==> src/rtl/tcrr_pkg.sv <==
// Package for the text cell refresh renderer: payload structs, cell and range
// records, configuration register map and command codes. No dependencies.
package tcrr_pkg;

  localparam int COLS_DEF       = 32;
  localparam int ROWS_DEF       = 16;
  localparam int FONT_BYTES_DEF = 4096;
  localparam int RANGES_DEF     = 16;
  localparam int MAX_FONT_H_DEF = 16;

  localparam int CFG_AW = 5;
  localparam int CFG_DW = 32;

  localparam logic [2:0] REG_FONT_W   = 3'd0;
  localparam logic [2:0] REG_FONT_H   = 3'd1;
  localparam logic [2:0] REG_X_OFFSET = 3'd2;
  localparam logic [2:0] REG_Y_OFFSET = 3'd3;
  localparam logic [2:0] REG_COLS     = 3'd4;
  localparam logic [2:0] REG_ROWS     = 3'd5;

  localparam logic [1:0] CMD_LOAD_FONT  = 2'd0;
  localparam logic [1:0] CMD_LOAD_RANGE = 2'd1;
  localparam logic [1:0] CMD_WRITE_CELL = 2'd2;
  localparam logic [1:0] CMD_REFRESH    = 2'd3;

  typedef struct packed {
    logic [1:0]  command;
    logic [4:0]  col;
    logic [3:0]  row;
    logic [20:0] glyph;
    logic [15:0] fg;
    logic [15:0] bg;
    logic        force_req;
    logic [11:0] font_address;
    logic [7:0]  font_byte;
    logic [3:0]  range_index;
    logic [15:0] range_count;
  } in_item_t;

  typedef struct packed {
    logic [10:0] pixel_x;
    logic [10:0] pixel_y;
    logic [7:0]  row_bits;
    logic [15:0] fg_color;
    logic [15:0] bg_color;
    logic        no_glyph;
    logic        last_row;
  } out_item_t;

  typedef struct packed {
    logic [20:0] code;
    logic [15:0] fg;
    logic [15:0] bg;
  } cell_t;

  typedef struct packed {
    logic [11:0] offset;
    logic [20:0] first;
    logic [15:0] count;
  } rng_t;

  typedef struct packed {
    logic [3:0] font_width;
    logic [4:0] font_height;
    logic [9:0] x_offset;
    logic [9:0] y_offset;
    logic [5:0] cols_in_use;
    logic [4:0] rows_in_use;
  } cfg_t;

  typedef struct packed {
    logic rd;
    logic wr_cur;
    logic wr_sh;
  } cell_ctl_t;

endpackage

==> src/rtl/tcrr_range_mem.sv <==
// Codepoint range table memory; entries never loaded read as zero.
// Depends on tcrr_pkg.
module tcrr_range_mem #(
  parameter int RANGES = 16,
  parameter int RNG_AW = 4
) (
  input  logic               clk,
  input  logic               rst_n,
  input  logic               we,
  input  logic [RNG_AW-1:0]  waddr,
  input  tcrr_pkg::rng_t     wdata,
  input  logic               re,
  input  logic [RNG_AW-1:0]  raddr,
  output tcrr_pkg::rng_t     q
);
  import tcrr_pkg::*;

  rng_t              mem [RANGES];
  logic [RANGES-1:0] vld_r;
  logic              vld_q_r;
  rng_t              mem_q_r;

  assign q = vld_q_r ? mem_q_r : '0;

  always_ff @(posedge clk) begin
    if (!rst_n) begin
      vld_r   <= '0;
      vld_q_r <= 1'b0;
    end else begin
      if (we) begin
        vld_r[waddr] <= 1'b1;
      end
      if (re) begin
        vld_q_r <= vld_r[raddr];
      end
    end
  end

  always_ff @(posedge clk) begin
    if (we) begin
      mem[waddr] <= wdata;
    end
    if (re) begin
      mem_q_r <= mem[raddr];
    end
  end

endmodule

==> config.mk <==
export PLATFORM = sky130hd
export DESIGN_NAME = tcrr_range_mem
export DESIGN_NICKNAME = d
export VERILOG_FILES = /design/src/rtl/tcrr_pkg.sv /design/src/rtl/tcrr_range_mem.sv
export SDC_FILE = /design/constraint.sdc
export NUM_CORES = 1
export LEC_CHECK = 0
export BUFFER_PORTS_ARGS = -buffer_cell sky130_fd_sc_hd__buf_2
export CAP_MARGIN = 20
export CORE_ASPECT_RATIO = 0.75
export CORE_UTILIZATION = 60
export CTS_CLUSTER_DIAMETER = 100
export CTS_CLUSTER_SIZE = 10
export DETAILED_ROUTE_END_ITERATION = 16
export HOLD_SLACK_MARGIN = 0.1
export PLACE_DENSITY = 0.76
export SYNTH_ARGS = -nofsm -noshare
export SYNTH_HDL_FRONTEND = slang
export SYNTH_SLANG_ARGS = --single-unit
==> constraint.sdc <==
create_clock -name clk -period 18.7 [get_ports clk]
set_clock_uncertainty 0.2 [all_clocks]
set_input_delay 5.61 -clock clk [delete_from_list [all_inputs] [get_ports clk]]
set_output_delay 5.61 -clock clk [all_outputs]
set_load 0.03 [all_outputs]
==> Word level (Yosys, flattened, before mapping) <==
Memory sizes are Yosys's and may differ from the RTL's. A register that Yosys moved wholly into a read port is not among the register bits.
Index checks and enable logic that the tools add are counted.
{ "totals": {"ff_bits": 17, "ram_bits": 784, "out_inout_bits": 49, "wordCells": 15, "mem_count": 1} }
{ "classes": {"order_cmp": 3, "n_mux": 7, "bitwise_logic": 1, "n_reduce_logical": 1} }
{ "mem_list": {"columns": ["memory", "depth", "width", "read_ports", "rd_clocked_by_memory_dff", "wr", "line", "rtl"], "rows": [
  ["mem", 16, 49, 1, 1, 1, "tcrr_range_mem.sv:18", "rng_t mem [RANGES];"]
]} }
{ "op_table": {"columns": ["cell", "count"], "rows": [
  ["$mux W49", 1],
  ["$or A16 B16 Y16", 1],
  ["$lt A4 B5 Y1 const B", 2],
  ["$bmux W1 S4", 1],
  ["$demux W1 S4", 1],
  ["$ge A4 B1 Y1 const B", 1],
  ["$mux W1", 4],
  ["$logic_and A1 B1 Y1", 1]
]} }

==> Longest topological paths before layout <==
Gate-level depths: netlist (run 1).
{ "logic_depth": {"depth_word": 5, "mapped_depth": 7, "depth_no_buf": 4} }

==> Least setup slack after synthesis (run 1) <==
No wires, ideal clock.
{ "synth_path": {"path_kind": "input to register", "startpoint": "input waddr[2]", "endpoint": "memory mem[0][0] (netlist name), enable pin", "setup_time_ps": 519, "arrival_time_ps": 9518, "setup_slack_ps": 8463, "stages": 2, "cell_sequence": "or3b_2 nor3_1"} }
{ "synth_rtl": {"columns": ["item", "line", "rtl"], "rows": [
  ["start: declaration", "tcrr_range_mem.sv:10", "input logic [RNG_AW-1:0] waddr,"],
  ["end: declaration", "tcrr_range_mem.sv:18", null]
]} }
No word-level cell before the write port.

==> flow_metrics.py, run 1 <==
metrics = {
    "worst_setup_path": {
        "cp.required_ps": 18860,
        "cp_slowest_cell": "buf_4",
        "path_delay_family": "buffers and inverters",
        "max_stage_delay_ps": 960,
        "cp.buffers_inverters": 2,
        "arrival_ps": 8630,
        "crit_type": "in2reg",
        "critPathLaunch": "raddr[1]",
        "cp-start-kind": "primary input",
        "r2r-start": "mem[11][37]",
        "cp_cell_sequence": "clkbuf_8, buf_4, mux4_2, mux4_2",
        "cp-end-kind": "flop",
        "critPathMaxFanout": 123,
        "cpMostUsedCell": "mux4_2",
    },
    "synthesis": {
        "synth-seq-cells": 850,
        "synth_edf_count": 833,
        "synth-main-ff-cell": "edfxtp_1",
        "syn_inst": 1263,
        "synth_area_um2": 31900,
        "synthArstFlopShare_pct": 0,
        "ys_warn_count": 0,
        "synth.distinct_cells": 22,
        "syn_area_per_cell_um2": 25.3,
        "ys_seq_area_share_pct": 79.4,
        "synth_nets": 1324,
    },
    "die": {
        "die_w_um": 268,
        "start_util_pct": 61.3,
        "fp.dieH_um": 202,
        "design.core.area_um2": 52100,
        "rows": 72,
        "io-pin-count": 110,
        "die_area_um2": 54100,
    },
    "clocking": {
        "htree_levels": 3,
        "cts_tree": "done",
        "insertion_delay_ps": 630,
        "holdBufCountCts": 0,
        "clockBufferDepth": 3,
        "clk_pin_slew_ps": 50,
        "post_cts_resize_count": 0,
        "cts_setup_buffers": 0,
        "clock_sinks": 850,
        "numCtsBuffers": 94,
        "root_buffer": "clkbuf_16",
    },
    "run": {
        "drv_cap": 0,
    },
    "timing": {
        "slew_viol_final": 0,
        "fin_crit_sh_pct": 45.3,
        "hold_slack_ps": 261,
        "finalSetupTns_ps": 0,
        "finalSetupViolations": 0,
        "tightest_slew_ps": 1290,
        "rsz0062_at_grt": "false",
        "hold_viol": 0,
        "min_period_ps": 8470,
        "fmax_ghz": 0.118,
        "relSlewSlack_pct": 14.0,
    },
    "layout": {
        "nets": 1489,
        "multi_input_area_um2": 6310,
        "drive_gt1_share_pct": 33.7,
        "final_common_cell": "edfxtp_1",
        "area.growth.synth_to_final_pct": 12.4,
        "n_fill_cell": 3109,
        "regArea_um2": 25400,
        "layout_common_cells": "833 x edfxtp_1, 247 x mux4_2, 104 x buf_2",
    },
    "placement": {
        "dpl.hpwl_um": 30000,
        "port_buffers": 109,
        "gp_congestion": 0.712,
    },
    "grt": {
        "grt_max_degree": 124,
        "track_usage_pct": 26.2,
        "antenna_found_initial": 7,
        "grt_first_pass_wirelength_um": 98900,
        "grt_overflow_total": 0,
        "grt_pass1_vias": 14900,
    },
    "routing": {
        "dr.pass1.iters": 5,
        "wire_per_inst_um": 31.2,
        "drt_iter0_drc": 1756,
        "drt-total-wl_um": 67800,
        "drtAntennaViolNets": 0,
        "drt-vias-per-instance": 6.56,
        "vias": 14300,
        "drc": 0,
    },
    "power": {
        "cellPowerDensity_nw_per_um2": 110,
        "p_leak_nw": 11.4,
        "ir_worst_vdd_mv": 0.0795,
    },
    "run_status": {
        "status": "finished, final reports clean",
    },
    "min_path": {
        "hold_class": "reg2reg",
        "min-delay-start": "vld_r[10]",
    },
}
## path summary, 6_finish.rpt
| check | depth (start not counted) | slack, ps | endpoint |
|---|---|---|---|
| worst min-delay path | 1 | 260 | vld_r[10] |
| worst max register to register | 2 | 16850 | mem_q_r[37] |
| worst min register to register | 1 | 260 | vld_r[10] |
| worst max-delay path | 4 | 10230 | mem_q_r[20] |
## flip-flops by register name, summed over array words and instances, names as in the netlist
signal,flops
mem,784
mem_q_r,49
vld_r,16
vld_q_r,1
## report_power, final
group	switching [W]	internal, W	total (W)	leakage [nW]
combinational	0.000104	0.0000795	0.000184	2.47
clock	0.000670	0.000935	0.00160	1.24
sequential	0.0000135	0.00214	0.00216	7.70
## per-stage QoR
step / instances / worst slack (ps) / util (%) / cell area, um2 / power (W)
after floorplan: 1263 / 8460 / - / 31900 / 0.00231
after global placement: 2035 / 9760 / 64.0 / 33300 / 0.00237
after detailed placement: 2035 / 9730 / 64.0 / 33300 / 0.00238
after CTS: 2171 / 10400 / 68.9 / 35900 / 0.00397
after global routing: 2171 / 10260 / 68.9 / 35900 / 0.00405
final: 2173 / 10230 / 68.9 / 35900 / 0.00395
## per-layer routing
metal | track usage (%) | share of wire, % | vias to the layer above
li1 | - | - | 5748
met1 | 38.7 | 40 | 7628
met2 | 40.4 | 49 | 772
met3 | 5.90 | 9.5 | 102
met4 | 6.82 | 1.7 | 10
met5 | 0 | 0.10 | -
## cell usage after synthesis (3+ instances only)
cell      count  area [um2]
buf_6        14         158
nor3_1        4        20.0
mux4_2      247        5560
and2_1       49         307
o21a_1       16         120
clkbuf_1     25        93.8
nor2_1       14        52.6
nand3b_1      3        22.5
edfxtp_1    833       25000
buf_1        10        37.5
dfxtp_1      17         340
mux2i_1       4        40.0
buf_2        14        70.1
## area by class of cell
class / count / share of cell area (%)
clock buffers: 136 / 7.17
flip-flops and latches: 850 / 70.7
diodes: 2 / 0.0139
well taps: 703 / 2.45
inverters: 1 / 0.0105
repair buffers: 132 / 2.11
multi-input cells: 349 / 17.6
## cells by family (layout without fill, tap and decap cells)
logic type	after synthesis	in the layout	synth area share (%)
muxes	251	251	17.6
DFF	850	850	79.4
AOI/OAI and AO/OA	20	20	0.482
other	0	2	0
and+or+nand+nor	78	78	1.40
buffers and inverters	64	269	1.14
Power figures use the tool's default switching activity.
==> inputs of run 2 (changes only) <==
==> constraint.sdc (replaced) <==
create_clock -name clk -period 8.3 [get_ports clk]
set_clock_uncertainty 0.2 [all_clocks]
set_input_delay 2.49 -clock clk [delete_from_list [all_inputs] [get_ports clk]]
set_output_delay 2.49 -clock clk [all_outputs]
set_load 0.03 [all_outputs]
==> run 2 against run 1 <==
Final cell count is 0.41% lower. Hold slack improved by 3.0 ps. Combinational power grew 130%. Die area unchanged. Global-route usage down 0.18 points. Non-clock buffer count up 1. Flip-flop and latch count is the same. Clock-buffer cell count down 10. Sequential power is 120% higher. Setup slack worse by 7000 ps. Critical endpoint is now q[45]. Largest cell class unchanged. Largest power group unchanged.
==> flow_metrics.py, run 2 (synthesis results as in run 1) <==
metrics = {
    "routing": {
        "wire_per_inst_um": 31.1,
        "dr.pass1.iters": 5,
        "drtAntennaViolNets": 0,
        "drt_iter0_drc": 1823,
        "vias": 14200,
        "drt-total-wl_um": 67200,
        "drc": 0,
        "drt-vias-per-instance": 6.57,
    },
    "power": {
        "combPwrFrac_pct": 4.7,
        "clkPwrFrac_pct": 40.5,
        "p_sw_share_pct": 19.9,
        "p_leak_nw": 11.4,
        "cellPowerDensity_nw_per_um2": 247,
        "ir_worst_vdd_mv": 0.198,
        "p_seq_share_pct": 54.8,
        "internal-power_w": 0.00710,
        "netSwitchingPower_w": 0.00177,
    },
    "placement": {
        "dpl.hpwl_um": 30400,
        "place_ws_ps": 2920,
        "port_buffers": 109,
        "placed_area_um2": 33300,
        "dpl.cell_count": 2036,
        "gp_congestion": 0.717,
    },
    "layout": {
        "stdcell_area_um2": 35900,
        "largestRegisters": "mem (784), mem_q_r (49), vld_r (16)",
        "nets": 1490,
        "layout_common_cells": "833 x edfxtp_1, 247 x mux4_2, 104 x buf_2",
        "regMostFlops": "mem",
        "multi_input_area_um2": 6310,
        "n_fill_cell": 3134,
        "fin_util_pct": 68.9,
        "area.growth.synth_to_final_pct": 12.4,
        "drive_gt1_share_pct": 33.9,
        "largest_reg_flops": 784,
        "final_common_cell": "edfxtp_1",
        "regArea_um2": 25400,
        "instances_no_fill": 2164,
    },
    "clocking": {
        "root_buffer": "clkbuf_16",
        "clockBufferDepth": 3,
        "htree_levels": 3,
        "numCtsBuffers": 94,
        "insertion_delay_ps": 620,
        "post_cts_resize_count": 0,
        "clock_sinks": 850,
        "cts_tree": "done",
        "clk_pin_slew_ps": 50,
        "cts_setup_buffers": 0,
        "holdBufCountCts": 0,
    },
    "grt": {
        "grt_max_degree": 127,
        "antenna_found_initial": 5,
        "grt_overflow_total": 0,
        "grt_pass1_vias": 15000,
        "track_usage_pct": 26.0,
        "grt_first_pass_wirelength_um": 98700,
    },
    "timing": {
        "post-route-worst-setup-slack_ps": 3240,
        "relSlewSlack_pct": 25.0,
        "tightest_slew_ps": 1120,
        "hold_viol": 0,
        "fmax_ghz": 0.197,
        "finalSetupTns_ps": 0,
        "min_period_ps": 5060,
        "rsz0062_at_grt": "false",
        "slew_viol_final": 0,
        "fin_crit_sh_pct": 61.0,
        "finalSetupViolations": 0,
    },
    "die": {
        "fp.dieH_um": 202,
        "io-pin-count": 110,
        "design.core.area_um2": 52100,
        "rows": 72,
        "die_w_um": 268,
        "start_util_pct": 61.3,
        "die_area_um2": 54100,
    },
    "worst_setup_path": {
        "cp.required_ps": 5610,
        "cp_cell_sequence": "buf_4, and2_1, buf_2",
        "crit_type": "reg2out",
        "cp-end-kind": "output port",
        "critPathMaxFanout": 29,
        "max_stage_delay_ps": 720,
        "path_delay_family": "flip-flops",
        "cp-start-kind": "flop",
        "cp.buffers_inverters": 2,
        "arrival_ps": 2370,
        "cp_slowest_cell": "dfxtp_2",
    },
    "run": {
        "drv_cap": 0,
    },
    "min_path": {
        "hold_class": "reg2reg",
    },
    "run_status": {
        "status": "finished, final reports clean",
    },
}
run 2: worst reg2reg max path, cell delays in order (launching register included):
cell	delay, ps
edfxtp_1	430
mux4_2	530
mux4_2	480
run 2: worst paths after layout:
path / depth (start not counted) / slack (ps) / endpoint / start
worst max-delay path: 3 / 3240 / q[45] / vld_q_r
worst min-delay path: 1 / 260 / vld_r[13] / vld_r[13]
worst max register to register: 2 / 6400 / mem_q_r[2] / mem[6][2]
worst min register to register: 1 / 260 / vld_r[13] / vld_r[13]
run 2: layout make-up:
| cell class | count | area share, % |
|---|---|---|
| repair buffers | 133 | 2.20 |
| flip-flops and latches | 850 | 70.7 |
| multi-input cells | 349 | 17.6 |
| diodes | 2 | 0.0139 |
| inverters | 1 | 0.0105 |
| clock buffers | 126 | 7.07 |
| well taps | 703 | 2.45 |
run 2: power groups by stage:
stage | Sequential [W] | Clock (W) | Combinational, W
2_1_floorplan | 0.00493 | 0 | 0.000269
3_3_place_gp | 0.00494 | 0 | 0.000405
3_5_place_dp | 0.00494 | 0 | 0.000417
4_1_cts | 0.00486 | 0.00364 | 0.000421
5_1_grt | 0.00486 | 0.00380 | 0.000444
6_report | 0.00486 | 0.00359 | 0.000415
run 2: stage by stage:
step / hold slack, ps / total power [W]
floorplan: 235 / 0.00520
detailed placement: 254 / 0.00536
finish: 264 / 0.00886
CTS: 266 / 0.00892
global placement: 241 / 0.00534
global route: 287 / 0.00911
run 2: layer usage:
metal | up-vias | global-route usage, % | routed length [um]
met4 | 6 | 5.62 | 1210
met5 | - | 0 | 41
met3 | 102 | 5.30 | 5910
li1 | 5740 | - | -
met1 | 7643 | 39.3 | 27200
met2 | 727 | 40.2 | 32900
