<file path="src/rtl/tcrr_pkg.sv">
// Package for the text cell refresh renderer: payload structs, cell and range
// records, configuration register map and command codes. No dependencies.
package tcrr_pkg;

  localparam int COLS_DEF       = 32;
  localparam int ROWS_DEF       = 16;
  localparam int FONT_BYTES_DEF = 4096;
  localparam int RANGES_DEF     = 16;
  localparam int MAX_FONT_H_DEF = 16;

  localparam int CFG_AW = 5;
  localparam int CFG_DW = 32;

  localparam logic [2:0] REG_FONT_W   = 3'd0;
  localparam logic [2:0] REG_FONT_H   = 3'd1;
  localparam logic [2:0] REG_X_OFFSET = 3'd2;
  localparam logic [2:0] REG_Y_OFFSET = 3'd3;
  localparam logic [2:0] REG_COLS     = 3'd4;
  localparam logic [2:0] REG_ROWS     = 3'd5;

  localparam logic [1:0] CMD_LOAD_FONT  = 2'd0;
  localparam logic [1:0] CMD_LOAD_RANGE = 2'd1;
  localparam logic [1:0] CMD_WRITE_CELL = 2'd2;
  localparam logic [1:0] CMD_REFRESH    = 2'd3;

  typedef struct packed {
    logic [1:0]  command;
    logic [4:0]  col;
    logic [3:0]  row;
    logic [20:0] glyph;
    logic [15:0] fg;
    logic [15:0] bg;
    logic        force_req;
    logic [11:0] font_address;
    logic [7:0]  font_byte;
    logic [3:0]  range_index;
    logic [15:0] range_count;
  } in_item_t;

  typedef struct packed {
    logic [10:0] pixel_x;
    logic [10:0] pixel_y;
    logic [7:0]  row_bits;
    logic [15:0] fg_color;
    logic [15:0] bg_color;
    logic        no_glyph;
    logic        last_row;
  } out_item_t;

  typedef struct packed {
    logic [20:0] code;
    logic [15:0] fg;
    logic [15:0] bg;
  } cell_t;

  typedef struct packed {
    logic [11:0] offset;
    logic [20:0] first;
    logic [15:0] count;
  } rng_t;

  typedef struct packed {
    logic [3:0] font_width;
    logic [4:0] font_height;
    logic [9:0] x_offset;
    logic [9:0] y_offset;
    logic [5:0] cols_in_use;
    logic [4:0] rows_in_use;
  } cfg_t;

  typedef struct packed {
    logic rd;
    logic wr_cur;
    logic wr_sh;
  } cell_ctl_t;

endpackage

</file>
<file path="src/rtl/tcrr_cfg_regs.sv">
// Configuration registers of the text cell refresh renderer behind an APB-style port.
// Depends on tcrr_pkg.
module tcrr_cfg_regs (
  input  logic                          clk,
  input  logic                          rst_n,
  input  logic                          psel,
  input  logic                          penable,
  input  logic                          pwrite,
  input  logic [tcrr_pkg::CFG_AW-1:0]   paddr,
  input  logic [tcrr_pkg::CFG_DW-1:0]   pwdata,
  output logic [tcrr_pkg::CFG_DW-1:0]   prdata,
  output logic                          pready,
  output tcrr_pkg::cfg_t                cfg
);
  import tcrr_pkg::*;

  cfg_t       cfg_r;
  logic       wr_en;
  logic [2:0] reg_idx;

  assign pready  = 1'b1;
  assign wr_en   = psel && penable && pwrite;
  assign reg_idx = paddr[CFG_AW-1:2];
  assign cfg     = cfg_r;

  always_ff @(posedge clk) begin
    if (!rst_n) begin
      cfg_r.font_width  <= 4'd8;
      cfg_r.font_height <= 5'd16;
      cfg_r.x_offset    <= '0;
      cfg_r.y_offset    <= '0;
      cfg_r.cols_in_use <= 6'd32;
      cfg_r.rows_in_use <= 5'd16;
    end else if (wr_en) begin
      unique case (reg_idx)
        REG_FONT_W:   cfg_r.font_width  <= pwdata[3:0];
        REG_FONT_H:   cfg_r.font_height <= pwdata[4:0];
        REG_X_OFFSET: cfg_r.x_offset    <= pwdata[9:0];
        REG_Y_OFFSET: cfg_r.y_offset    <= pwdata[9:0];
        REG_COLS:     cfg_r.cols_in_use <= pwdata[5:0];
        REG_ROWS:     cfg_r.rows_in_use <= pwdata[4:0];
        default: ;
      endcase
    end
  end

  always_comb begin
    unique case (reg_idx)
      REG_FONT_W:   prdata = CFG_DW'(cfg_r.font_width);
      REG_FONT_H:   prdata = CFG_DW'(cfg_r.font_height);
      REG_X_OFFSET: prdata = CFG_DW'(cfg_r.x_offset);
      REG_Y_OFFSET: prdata = CFG_DW'(cfg_r.y_offset);
      REG_COLS:     prdata = CFG_DW'(cfg_r.cols_in_use);
      REG_ROWS:     prdata = CFG_DW'(cfg_r.rows_in_use);
      default:      prdata = '0;
    endcase
  end

endmodule

</file>
<file path="config.mk">
export PLATFORM = sky130hd
export DESIGN_NAME = tcrr_cfg_regs
export DESIGN_NICKNAME = d
export VERILOG_FILES = /design/src/rtl/tcrr_pkg.sv /design/src/rtl/tcrr_cfg_regs.sv
export SDC_FILE = /design/constraint.sdc
export NUM_CORES = 1
export LEC_CHECK = 0
export BUFFER_PORTS_ARGS = -buffer_cell sky130_fd_sc_hd__buf_2
export CAP_MARGIN = 20
export CELL_PAD_IN_SITES_DETAIL_PLACEMENT = 2
export CELL_PAD_IN_SITES_GLOBAL_PLACEMENT = 2
export CORE_UTILIZATION = 24
export CTS_CLUSTER_DIAMETER = 30
export CTS_CLUSTER_SIZE = 28
export DETAILED_ROUTE_END_ITERATION = 10
export PLACE_DENSITY = 0.86
export SETUP_SLACK_MARGIN = 0.1
export SLEW_MARGIN = 10
export SYNTH_ARGS = -nofsm -noshare
export SYNTH_HDL_FRONTEND = slang
export SYNTH_SLANG_ARGS = --single-unit
</file>
<file path="constraint.sdc">
create_clock -name clk -period 1.4 [get_ports clk]
set_clock_uncertainty 0.15 [all_clocks]
set_input_delay 0.07 -clock clk [delete_from_list [all_inputs] [get_ports clk]]
set_output_delay 0.07 -clock clk [all_outputs]
set_load 0.1 [all_outputs]
</file>
Yosys cells after proc, flatten, opt, wreduce, memory -nomap -nowiden
Cells that the tools add are included.
Storage, ports and cells
  register bits after elaboration: 40
  input port bits: 42
  output and inout port bits: 73
  logic and storage cells: 21
Cells by class
  equality and inequality tests: 5
  multiplexer cells: 1
  reduce and logical (&&, ||, !) cells: 9
Operator list (count)
  $pmux 10 s6: 1
  $reduce_and 2->1: 6
  $eq 3x2->1 const B: 2
  $eq 3x3->1 const B: 2
  $eq 3x1->1 const B: 1
  $logic_not 3->1: 1
  $logic_and 1x1->1: 2

Longest topological paths before layout
Gate-level depths: netlist of the first run.
  depth in word-level cells: 3
  gate-level depth with buffers: 5

Least setup slack after synthesis of the first run
No wires, ideal clock.
  path kind: reg2out
  start point: reg cfg_r (netlist bit cfg[10])
  end point: out prdata[5] (netlist name)
  arrival time: 3.395 ns
  path slack: -2.215 ns
  cell stages (with the launch flop): 3
  cell sequence: dfxtp_1 > inv_1 > o32ai_1
Between the ends
  longest elaborated chain between the ends: 1
Ends and longest elaborated chain
  start: declaration: RTL line tcrr_cfg_regs.sv:17  | cfg_t cfg_r;
  $pmux 10 s6: RTL line tcrr_cfg_regs.sv:48  | unique case (reg_idx)
  end: declaration: RTL line tcrr_cfg_regs.sv:11  | output logic [tcrr_pkg::CFG_DW-1:0] prdata,
Every way passes these cells.

Worst setup path after layout of the first run
  start point: reg cfg_r (netlist bit cfg[39])
  end point: out prdata[3] (netlist name)
The elaborated chain is that of the path after synthesis.

==> results of run 1 <==
## cells in the final DEF (no fill, tap or decap), drive strengths merged, types with 2 or more instances in the layout
cell	n
mux2	2
conb	23
mux2i	53
inv	4
nand2	46
nand2b	2
clkbuf	9
o221ai	4
or3	4
nor2b	4
buf	96
dfxtp	40
nor2	8
dlygate4sd3	7
clkinv	2
## layout make-up
class,instances,area [µm²],area share [%]
Multi-Input combinational cell,160,1360,38.4
Clock buffer,5,68.8,1.95
Tap cell,105,131,3.72
Inverter,4,15.0,0.425
Sequential cell,40,943,26.7
Clock inverter,3,37.5,1.06
Timing Repair Buffer,107,980,27.7
## power breakdown
| group | switching (W) | internal, W |
|---|---|---|
| Clock | 0.000427 | 0.000520 |
| Combinational | 0.000554 | 0.000166 |
| Sequential | 0.00000948 | 0.00108 |
| Total | 0.000991 | 0.00177 |
## how the worst max path moves through the flow
stage,start,end,slack [ns]
after detailed placement,paddr[2],cfg[32],-0.07
after floorplan,cfg[10],prdata[5],-0.27
after global routing,cfg[39],prdata[3],-0.29
after CTS,cfg[39],prdata[3],-0.27
after global placement,paddr[2],prdata[4],0.02
final,cfg[39],prdata[3],-0.25
## cells by family after synthesis
group,after synthesis,synth area share [%]
buffers and inverters,41,12.4
AOI/OAI and AO/OA,13,4.87
muxes,55,26.9
and+or+nand+nor,69,16.5
DFF,40,39.0
other,2,0.365
## routing by layer
| layer | part of all wire [%] | global-route usage (%) |
|---|---|---|
| met5 | 0 | 0 |
| met4 | 2.0 | 6.19 |
| met3 | 2.7 | 2.58 |
| met2 | 53 | 33.7 |
| met1 | 43 | 23.1 |
## repair_timing
item	in CTS	in global routing
resized for setup	42	12
pin swaps	4	5
endpoints found under the setup margin	38	17
endpoints found under the hold margin	14	0
setup buffers	6	4
hold buffers	7	0
## worst register-to-register path: stages, from the launching register on
cell and delay [ns]:
sky130_fd_sc_hd__dfxtp_4 0.36, sky130_fd_sc_hd__buf_4 0.11, sky130_fd_sc_hd__buf_6 0.10, sky130_fd_sc_hd__nand2_1 0.06
sky130_fd_sc_hd__mux2i_1 0.30
## stage by stage
step / cell area (µm²) / worst slack (ns) / instances / total power (W)
after detailed placement: 3120 / -0.0680 / 400 / 0.00180
final: 3530 / -0.253 / 424 / 0.00276
after CTS: 3460 / -0.269 / 421 / 0.00278
after floorplan: 2540 / -0.271 / 241 / 0.00171
after global routing: 3530 / -0.294 / 424 / 0.00286
after global placement: 3120 / 0.0226 / 400 / 0.00178
==> run summary, run 1 <==
==================================================================================
Flip-flop count of the largest register, all copies and words added .           40
Worst hold path endpoint ............................................      cfg[10]
Critical Path Stages ................................................            4
Main synth FF type .................................................. sky130_fd_sc_hd__dfxtp_1
Delay of the slowest cell on the worst path .........................      0.36 ns
Floorplan die width .................................................      94.6 µm
Critical path data arrival time .....................................      1.43 ns
Routability-driven placement congestion ratio .......................        0.732
Worst Setup Start Kind ..............................................    flip-flop
Worst reg2reg setup slack ...........................................      0.18 ns
Setup repair after global routing missed its margin .................          yes
Maximum clock frequency .............................................      605 MHz
Most common cell in the netlist ..................................... sky130_fd_sc_hd__mux2i_1
# diodes ............................................................            0
Top cells by area, synth ............................................ sky130_fd_sc_hd__dfxtp_1 (39%), sky130_fd_sc_hd__mux2i_1 (26%), sky130_fd_sc_hd__buf_4 (8.4%)
Number of max-cap violations ........................................            0
Maximum fanout along the worst path .................................            3
Total number of clock tree sinks ....................................           40
Antenna violations before repair ....................................            0
CTS tree ............................................................          yes
Core ar. ............................................................     8260 µm²
Final core utilization ..............................................        42.8%
Worst Hold Path Cells ...............................................            2
Hold_sp .............................................................        rst_n
Launch point of the worst reg-to-reg path ...........................      cfg[32]
Setup slack after layout ............................................    -0.253 ns
Post-layout nets ....................................................          360
Fin Hold WS .........................................................    0.0474 ns
Setup crit end kind ................................................. primary output
Count of unresolved DRC violations after routing ....................            0
Cell Pwr Density ....................................................   780 nW/µm²
Netlist area before placement .......................................     2060 µm²
Starting density of the core ........................................        24.9%
Post-synthesis sequential area ratio ................................        39.0%
EDFF count, synth ...................................................            0
Total Routing Usage GR ..............................................        18.8%
HPWL after detailed placement .......................................      5910 µm
Wire per inst .......................................................      19.2 µm
Count of vias placed by the detailed router .........................        1,920
Capture point of the worst reg-to-reg path ..........................      cfg[32]
Vias in the first global route ......................................        2,049
Cell with the biggest individual delay on the critical path ......... sky130_fd_sc_hd__dfxtp_4
#FFs+latches synth ..................................................           40
Number of H-tree levels .............................................            2
Maximum number of pins on one net before global-route repair ........           20
Sum of overflow across all layers after global routing ..............            0
Final count of hold timing violations ...............................            0
Clock latency on the worst-skew pair ................................      0.30 ns
Async set or reset register ratio after synthesis ...................           0%
Starting DRC count in detailed routing ..............................           47
Violations in the final reports ..................................... negative setup slack
First drt pass iteration count ......................................            4
Filler instances ....................................................          870
Period utilisation layout ...........................................         118%
Category of the critical setup timing path ..........................      reg2out
Port Buf Inserts ....................................................           67
Number of instances in the synthesized netlist ......................          220
Total count of max-transition violations in the final report ........            0
Mean Syn Cell Area ..................................................     9.34 µm²
Peak ir drop on the vdd network .....................................       350 µV
Run status .......................................................... finished with violations
Synth Warn # ........................................................            0
CTS buffer count ....................................................            5
Routed wire length ..................................................      8150 µm
Critical path buffers and inverters .................................            1
Library cell occupying the most area in the post-synthesis netlist .. sky130_fd_sc_hd__dfxtp_1
Top cells by instance count after synthesis ......................... sky130_fd_sc_hd__mux2i_1 (53), sky130_fd_sc_hd__nand2_1 (46), sky130_fd_sc_hd__dfxtp_1 (40), sky130_fd_sc_hd__buf_4 (23), sky130_fd_sc_hd__clkbuf_1 (7)
Setup TNS after final layout ........................................     -1.01 ns
Final Critical Period ...............................................      1.65 ns
Die height ..........................................................      94.6 µm
Maximum buffer depth of the clock tree ..............................            2
Data required time of the critical path .............................      1.18 ns
Remaining number of nets flagged by the antenna check after routing .            0
I/O pin cnt .........................................................          115
Class of the most critical hold timing path .........................       in2reg
Std cell rows .......................................................           33
Clock-pin slew on the worst setup and hold paths ....................      0.08 ns
Total leakage power .................................................      1.39 nW
Root buffer cell .................................................... sky130_fd_sc_hd__clkbuf_8
Critical-path cell list ............................................. mux2_4 -> a221oi_4 -> a21oi_4 -> buf_12
Full die area .......................................................     8940 µm²
Area share of the leading cell type in the synthesized netlist ......        39.0%
Path depth of the worst reg2reg path ................................            4
Cell variety after synth ............................................           31
Fraction of layout instances using a drive strength above 1 .........        56.7%
Wire length of the first global-routing pass ........................    12,400 µm
Relative area change from synthesis to final layout .................        71.9%
Final setup violation count .........................................            5
Cell family with the largest share of critical-path delay ...........   flip-flops
Average vias per placed instance ....................................         4.53
==================================================================================
(Power assumes the default switching activity.)
==> inputs of run 2 (changes only) <==
--- a/config.mk
+++ b/config.mk
@@ -9,11 +9,12 @@
 export CAP_MARGIN = 20
 export CELL_PAD_IN_SITES_DETAIL_PLACEMENT = 2
 export CELL_PAD_IN_SITES_GLOBAL_PLACEMENT = 2
-export CORE_UTILIZATION = 24
+export CORE_UTILIZATION = 25
+export CTS_BUF_LIST = sky130_fd_sc_hd__clkbuf_2 sky130_fd_sc_hd__clkbuf_4 sky130_fd_sc_hd__clkbuf_8
 export CTS_CLUSTER_DIAMETER = 30
 export CTS_CLUSTER_SIZE = 28
 export DETAILED_ROUTE_END_ITERATION = 10
-export PLACE_DENSITY = 0.86
+export PLACE_DENSITY = 0.89
 export SETUP_SLACK_MARGIN = 0.1
 export SLEW_MARGIN = 10
 export SYNTH_ARGS = -nofsm -noshare
==> run 2 against run 1 <==
The run still ends with negative setup slack left. Worst setup slack worse by 0.011 ns. Largest power group unchanged. Highest routed layer unchanged. Register-to-register slack better by 0.26 ns. Cell count is 1.7% lower. Non-clock buffer count is 4 lower. Sequential power about the same. Via count fell by 2.7%. Wire length shrank 9.4%. Maximum frequency decreased by 0.67%. Sequential share of layout area up 0.57 points. Clock-buffer cell count up 3.
==> run summary, run 2 (synthesis gave the netlist of run 1 again) <==
==================================================================================
Run status .......................................................... finished with violations
Violations in the final reports ..................................... negative setup slack
I/O pin cnt .........................................................          115   unchanged
Worst Hold Path Cells ...............................................            3   +1
Starting DRC count in detailed routing ..............................           49   +4.3%
Total leakage power .................................................      1.37 nW   -1.8%
Routability-driven placement congestion ratio .......................        0.747   +2.1%
Remaining number of nets flagged by the antenna check after routing .            0   unchanged
Die height ..........................................................      92.7 µm   -2.0%
Maximum number of pins on one net before global-route repair ........           52   +160%
Most frequent cells in the layout ................................... sky130_fd_sc_hd__buf_4 (60), sky130_fd_sc_hd__nand2_1 (46), sky130_fd_sc_hd__mux2i_1 (43)
Peak ir drop on the vdd network .....................................       317 µV   -9.5%
Average vias per placed instance ....................................         4.48   -1.0%
Post-layout nets ....................................................          356   -1.1%
Capture point of the worst reg-to-reg path ..........................       cfg[4]
DP Worst Slack ......................................................   -0.0462 ns   +0.0218 ns
Wire length of the first global-routing pass ........................    11,000 µm   -11%
Final count of hold timing violations ...............................            0   unchanged
Vias in the first global route ......................................        2,008   -2.0%
Std cell rows .......................................................           32   -3.0%
Hold_sp .............................................................    pwdata[2]
Sum of overflow across all layers after global routing ..............            0   unchanged
CTS tree ............................................................          yes
Logic gate share of total power .....................................        27.1%   +1.0 points
Maximum fanout along the worst path .................................            3   unchanged
Clock latency on the worst-skew pair ................................      0.30 ns   about the same
Cell with the biggest individual delay on the critical path ......... sky130_fd_sc_hd__dfxtp_4
Delay of the slowest cell on the worst path .........................      0.35 ns   about the same
Category of the critical setup timing path ..........................      reg2out
Final setup violation count .........................................            5   unchanged
Commonest non-fill, non-tap cell in the layout ...................... sky130_fd_sc_hd__buf_4
Full die area .......................................................     8590 µm²   -3.9%
Root buffer cell .................................................... sky130_fd_sc_hd__clkbuf_8
Total placed cells including tap cells ..............................          393   -1.8%
Path depth of the worst reg2reg path ................................            2   -2
Number of max-cap violations ........................................            0   unchanged
Floorplan die width .................................................      92.7 µm   -2.0%
Number of H-tree levels .............................................            2   unchanged
Cell family with the largest share of critical-path delay ...........   flip-flops
Class of the most critical hold timing path .........................       in2reg
Worst reg2reg setup slack ...........................................      0.44 ns   +0.26 ns
Worst Setup Start Kind ..............................................    flip-flop
Clock share of power ................................................        31.3%   -3.1 points
Data required time of the critical path .............................      1.18 ns   about the same
Cell Pwr Density ....................................................   755 nW/µm²   -3.2%
Net switching power figure ..........................................   0.000958 W   -3.3%
Reg power frac ......................................................        41.7%   +2.2 points
Flip-flop count of the largest register, all copies and words added .           40   unchanged
Total count of max-transition violations in the final report ........            0   unchanged
Cell Count, Final, Fillers Out ......................................          417   -1.7%
Count of unresolved DRC violations after routing ....................            0   unchanged
Setup slack after layout ............................................    -0.264 ns   -0.0112 ns
Wire per inst .......................................................      17.7 µm   -7.9%
First drt pass iteration count ......................................            4   unchanged
Routed wire length ..................................................      7380 µm   -9.4%
Critical-path cell list ............................................. mux2_4 -> a221oi_4 -> a21oi_4 -> buf_12
Antenna violations before repair ....................................            0   unchanged
Total Routing Usage GR ..............................................        17.2%   -1.7 points
Setup repair after global routing missed its margin .................          yes
Critical path buffers and inverters .................................            1   unchanged
CTS buffer count ....................................................            5   unchanged
Fraction of layout instances using a drive strength above 1 .........        56.8%   +0.086 points
Maximum buffer depth of the clock tree ..............................            2   unchanged
Fin Hold WS .........................................................    0.0586 ns   +0.0112 ns
Maximum clock frequency .............................................      601 MHz   -0.67%
Launch point of the worst reg-to-reg path ...........................       cfg[4]
HPWL after detailed placement .......................................      5360 µm   -9.4%
Port Buf Inserts ....................................................           67   unchanged
Starting density of the core ........................................        26.2%   +1.3 points
Setup crit end kind ................................................. primary output
# diodes ............................................................            0   unchanged
Design internal power ...............................................    0.00165 W   -6.3%
Period utilisation layout ...........................................         119%   +0.80 points
Worst hold path endpoint ............................................      cfg[38]
Total number of clock tree sinks ....................................           40   unchanged
Fraction of power spent switching nets ..............................        36.7%   +0.74 points
Clock-pin slew on the worst setup and hold paths ....................      0.07 ns   about the same
Final Critical Period ...............................................      1.66 ns   +0.0112 ns
Count of vias placed by the detailed router .........................        1,869   -2.7%
Relative area change from synthesis to final layout .................        68.4%
Critical path data arrival time .....................................      1.44 ns   about the same
Core ar. ............................................................     7850 µm²   -5.0%
==================================================================================
==> run 2: cell types whose count changed in the layout (fill, tap and decap cells not counted) <==
cell / change
sky130_fd_sc_hd__buf_12: -1
sky130_fd_sc_hd__buf_4: -1
sky130_fd_sc_hd__buf_6: -1
sky130_fd_sc_hd__bufinv_16: -1
sky130_fd_sc_hd__clkbuf_4: +2
sky130_fd_sc_hd__clkinv_1: -2
sky130_fd_sc_hd__mux2i_2: +1
sky130_fd_sc_hd__mux2i_4: -1
==> run 2: layout make-up <==
type,instances,area (µm²)
sequential,40,943
fill,843,4390
tap,102,128
clock buffer,8,91.3
multi-input combinational,160,1350
timing repair buffer,103,933
inverter,4,15.0
==> run 2: worst min-delay path: stages <==
cell and delay (ns):
sky130_fd_sc_hd__buf_2 0.10, sky130_fd_sc_hd__nand2_1 0.19, sky130_fd_sc_hd__mux2i_1 0.10
==> run 2: repair_timing <==
action                     in CTS  in global routing
hold buffers                    7                  0
gates resized for setup        41                  5
setup buffers                   3                  6
hold endpoints to repair       17                  0
setup endpoints to repair      41                 14
pin swaps                       2                  5
==> run 2: power groups by stage <==
stage / registers [W] / logic (W) / clock network, W
after detailed placement: 0.00112 / 0.000674 / 0
after global placement: 0.00111 / 0.000663 / 0
after floorplan: 0.00118 / 0.000529 / 0
final: 0.00109 / 0.000707 / 0.000817
after global routing: 0.00109 / 0.000731 / 0.000891
after CTS: 0.00109 / 0.000702 / 0.000845
==> run 2: routing by layer <==
layer,track usage [%],up-vias,share of wire (%)
li1,-,886,-
met3,3.53,10,4.7
met2,31.9,62,54
met4,4.62,0,1.3
met1,19.8,911,40
met5,0,-,0
==> run 2: worst max-delay path by stage <==
stage          startpoint        end  slack, ns  depth (start not counted)
2_1_floorplan     cfg[10]  prdata[5]      -0.27                          2
3_3_place_gp     paddr[3]  prdata[3]       0.03                          5
3_5_place_dp     paddr[4]    cfg[12]      -0.05                          6
4_1_cts           cfg[39]  prdata[3]      -0.28                          4
5_1_grt           cfg[39]  prdata[3]      -0.33                          4
6_report          cfg[39]  prdata[3]      -0.26                          4
==> run 2: through the flow <==
step	instance area [µm²]	TNS [ns]	utilization [%]	total power, W
3_5_place_dp	3090	-0.112	39.4	0.00179
2_1_floorplan	2540	-1.02	-	0.00171
3_3_place_gp	3090	0	39.4	0.00178
4_1_cts	3400	-1.03	43.3	0.00264
5_1_grt	3460	-1.20	44.1	0.00271
6_report	3460	-0.968	44.1	0.00261
==> inputs of run 3 (changes only) <==
--- a/config.mk
+++ b/config.mk
@@ -12,10 +12,12 @@
 export CORE_UTILIZATION = 25
 export CTS_BUF_LIST = sky130_fd_sc_hd__clkbuf_2 sky130_fd_sc_hd__clkbuf_4 sky130_fd_sc_hd__clkbuf_8
 export CTS_CLUSTER_DIAMETER = 30
-export CTS_CLUSTER_SIZE = 28
+export CTS_CLUSTER_SIZE = 10
 export DETAILED_ROUTE_END_ITERATION = 10
 export PLACE_DENSITY = 0.89
+export RECOVER_POWER = 100
 export SETUP_SLACK_MARGIN = 0.1
+export SKIP_CTS_REPAIR_TIMING = 1
 export SLEW_MARGIN = 10
 export SYNTH_ARGS = -nofsm -noshare
 export SYNTH_HDL_FRONTEND = slang
==> run 3 against run 2 <==
The flow still finishes with violations (negative setup slack). Global-route usage down 1.1 points. Die area did not move. Sequential cell count unchanged. Clock-buffer cell count stayed put. Cell count shrank 0.96%. Combinational power shrank 3.7%. Cell area fell by 5.1%. Via count down 0.16%. Critical path depth did not move. Sequential power about the same. Critical path type unchanged. Critical endpoint unchanged. Largest cell class unchanged.
==> run summary, run 3 (synthesis gave the netlist of run 1 again) <==
==================================================================================
Run status .......................................................... finished with violations
Violations in the final reports ..................................... negative setup slack
Peak ir drop on the vdd network .....................................       314 µV   -1.0%
Count of vias placed by the detailed router .........................        1,866   -0.16%
Floorplan die width .................................................      92.7 µm   unchanged
Antenna violations before repair ....................................            0   unchanged
Total count of max-transition violations in the final report ........            0   unchanged
Setup repair after global routing missed its margin .................          yes
Core ar. ............................................................     7850 µm²   unchanged
HPWL after detailed placement .......................................      5360 µm   unchanged
Setup slack after layout ............................................    -0.264 ns   +0.000304 ns
Flip-flop count of the largest register, all copies and words added .           40   unchanged
Critical path buffers and inverters .................................            1   unchanged
Clock-pin slew on the worst setup and hold paths ....................      0.08 ns   about the same
Total leakage power .................................................      1.30 nW   -4.6%
Full die area .......................................................     8590 µm²   unchanged
Starting DRC count in detailed routing ..............................           48   -2.0%
Commonest non-fill, non-tap cell in the layout ...................... sky130_fd_sc_hd__buf_2
CTS tree ............................................................          yes
Setup TNS after final layout ........................................     -2.05 ns   -1.08 ns
Post-layout nets ....................................................          352   -1.1%
Fraction of layout instances using a drive strength above 1 .........        54.0%   -2.8 points
Final core utilization ..............................................        41.9%   -2.2 points
Die height ..........................................................      92.7 µm   unchanged
Total Routing Usage GR ..............................................        16.1%   -1.1 points
Maximum fanout along the worst path .................................            3   unchanged
Wire per inst .......................................................      17.5 µm   -1.2%
Total number of clock tree sinks ....................................           40   unchanged
Final setup violation count .........................................           21   +16
First drt pass iteration count ......................................            4   unchanged
Setup crit end kind ................................................. primary output
Final Critical Period ...............................................      1.66 ns   -0.000304 ns
Category of the critical setup timing path ..........................      reg2out
Routed wire length ..................................................      7220 µm   -2.2%
Std cell rows .......................................................           32   unchanged
Sum of overflow across all layers after global routing ..............            0   unchanged
Worst Setup Start Kind ..............................................    flip-flop
Cell with the biggest individual delay on the critical path ......... sky130_fd_sc_hd__dfxtp_4
Remaining number of nets flagged by the antenna check after routing .            0   unchanged
Most frequent cells in the layout ................................... sky130_fd_sc_hd__buf_2 (48), sky130_fd_sc_hd__nand2_1 (46), sky130_fd_sc_hd__mux2i_1 (43)
Filler instances ....................................................          877   +4.0%
Delay of the slowest cell on the worst path .........................      0.35 ns   about the same
Maximum number of pins on one net before global-route repair ........           52   unchanged
Vias in the first global route ......................................        1,920   -4.4%
Starting density of the core ........................................        26.2%   unchanged
Maximum buffer depth of the clock tree ..............................            2   unchanged
Maximum clock frequency .............................................      601 MHz   about the same
Cell Pwr Density ....................................................   789 nW/µm²   +4.6%
Routability-driven placement congestion ratio .......................        0.747   unchanged
Worst Hold Path Cells ...............................................            3   unchanged
Cell family with the largest share of critical-path delay ...........   flip-flops
Class of the most critical hold timing path .........................       in2reg
Clock latency on the worst-skew pair ................................      0.29 ns   about the same
Average vias per placed instance ....................................         4.52   +0.81%
Period utilisation layout ...........................................         119%   about the same
Critical path data arrival time .....................................      1.44 ns   about the same
Root buffer cell .................................................... sky130_fd_sc_hd__clkbuf_8
Count of unresolved DRC violations after routing ....................            0   unchanged
Path depth of the worst reg2reg path ................................            2   unchanged
Wire length of the first global-routing pass ........................    10,400 µm   -5.8%
# diodes ............................................................            0   unchanged
I/O pin cnt .........................................................          115   unchanged
Data required time of the critical path .............................      1.18 ns   about the same
Relative area change from synthesis to final layout .................        59.8%
Number of H-tree levels .............................................            2   unchanged
Critical-path cell list ............................................. mux2_4 -> a221oi_4 -> a21oi_4 -> buf_12
Final count of hold timing violations ...............................            0   unchanged
CTS buffer count ....................................................            5   unchanged
Number of max-cap violations ........................................            0   unchanged
Port Buf Inserts ....................................................           67   unchanged
Critical Path Stages ................................................            4   unchanged
==================================================================================
## run 3: cell count changes in the layout (fill, tap and decap cells not counted), moves of 2 or more
cell / before / now
sky130_fd_sc_hd__buf_4: 60 / 22
sky130_fd_sc_hd__buf_2: 18 / 48
sky130_fd_sc_hd__clkbuf_1: 0 / 5
sky130_fd_sc_hd__buf_12: 15 / 13
sky130_fd_sc_hd__clkbuf_2: 0 / 2
## run 3: area by class of cell
| class | instances | area (µm²) | area share [%] |
|---|---|---|---|
| clock buffer | 8 | 91.3 | 2.78 |
| inverter | 4 | 15.0 | 0.457 |
| multi-input combinational | 160 | 1330 | 40.4 |
| sequential | 40 | 943 | 28.7 |
| tap | 102 | 128 | 3.89 |
| timing repair buffer | 99 | 779 | 23.7 |
## run 3: worst min-delay path: cells and delay by family
kind	cells	cell delay, ns
and+or+nand+nor	1	0.20
muxes	1	0.11
buffers and inverters	1	0.09
## run 3: final timing paths
kind | end | slack [ns] | from
max | prdata[3] | -0.26 | cfg[39]
min | cfg[36] | 0.06 | pwdata[0]
max reg2reg | cfg[4] | 0.53 | cfg[4]
min reg2reg | cfg[9] | 0.34 | cfg[9]
## run 3: metrics by stage
| step | instance area (µm²) | total power, W | setup WS [ns] | cells | hold slack (ns) |
|---|---|---|---|---|---|
| finish | 3280 | 0.00259 | -0.264 | 413 | 0.0564 |
| global route | 3280 | 0.00269 | -0.341 | 413 | 0.0809 |
| CTS | 3190 | 0.00261 | -0.311 | 401 | -0.119 |
| detailed placement | 3090 | 0.00179 | -0.0462 | 393 | 0.201 |
| global placement | 3090 | 0.00178 | 0.0341 | 393 | 0.189 |
| floorplan | 2540 | 0.00171 | -0.271 | 241 | 0.0740 |
## run 3: where the power goes
part,internal [W],switching [W],leakage [nW]
combinational,0.000142,0.000538,0.904
clock,0.000413,0.000411,0.0498
sequential,0.00108,0.00000862,0.350
total,0.00163,0.000958,1.30
## run 3: routing by layer
layer	wire length [µm]	vias to the layer above	global-route usage [%]
met5	0	-	0
met4	77	0	4.62
met3	365	6	3.86
met2	3790	57	29.3
met1	2990	923	18.7
li1	-	880	-
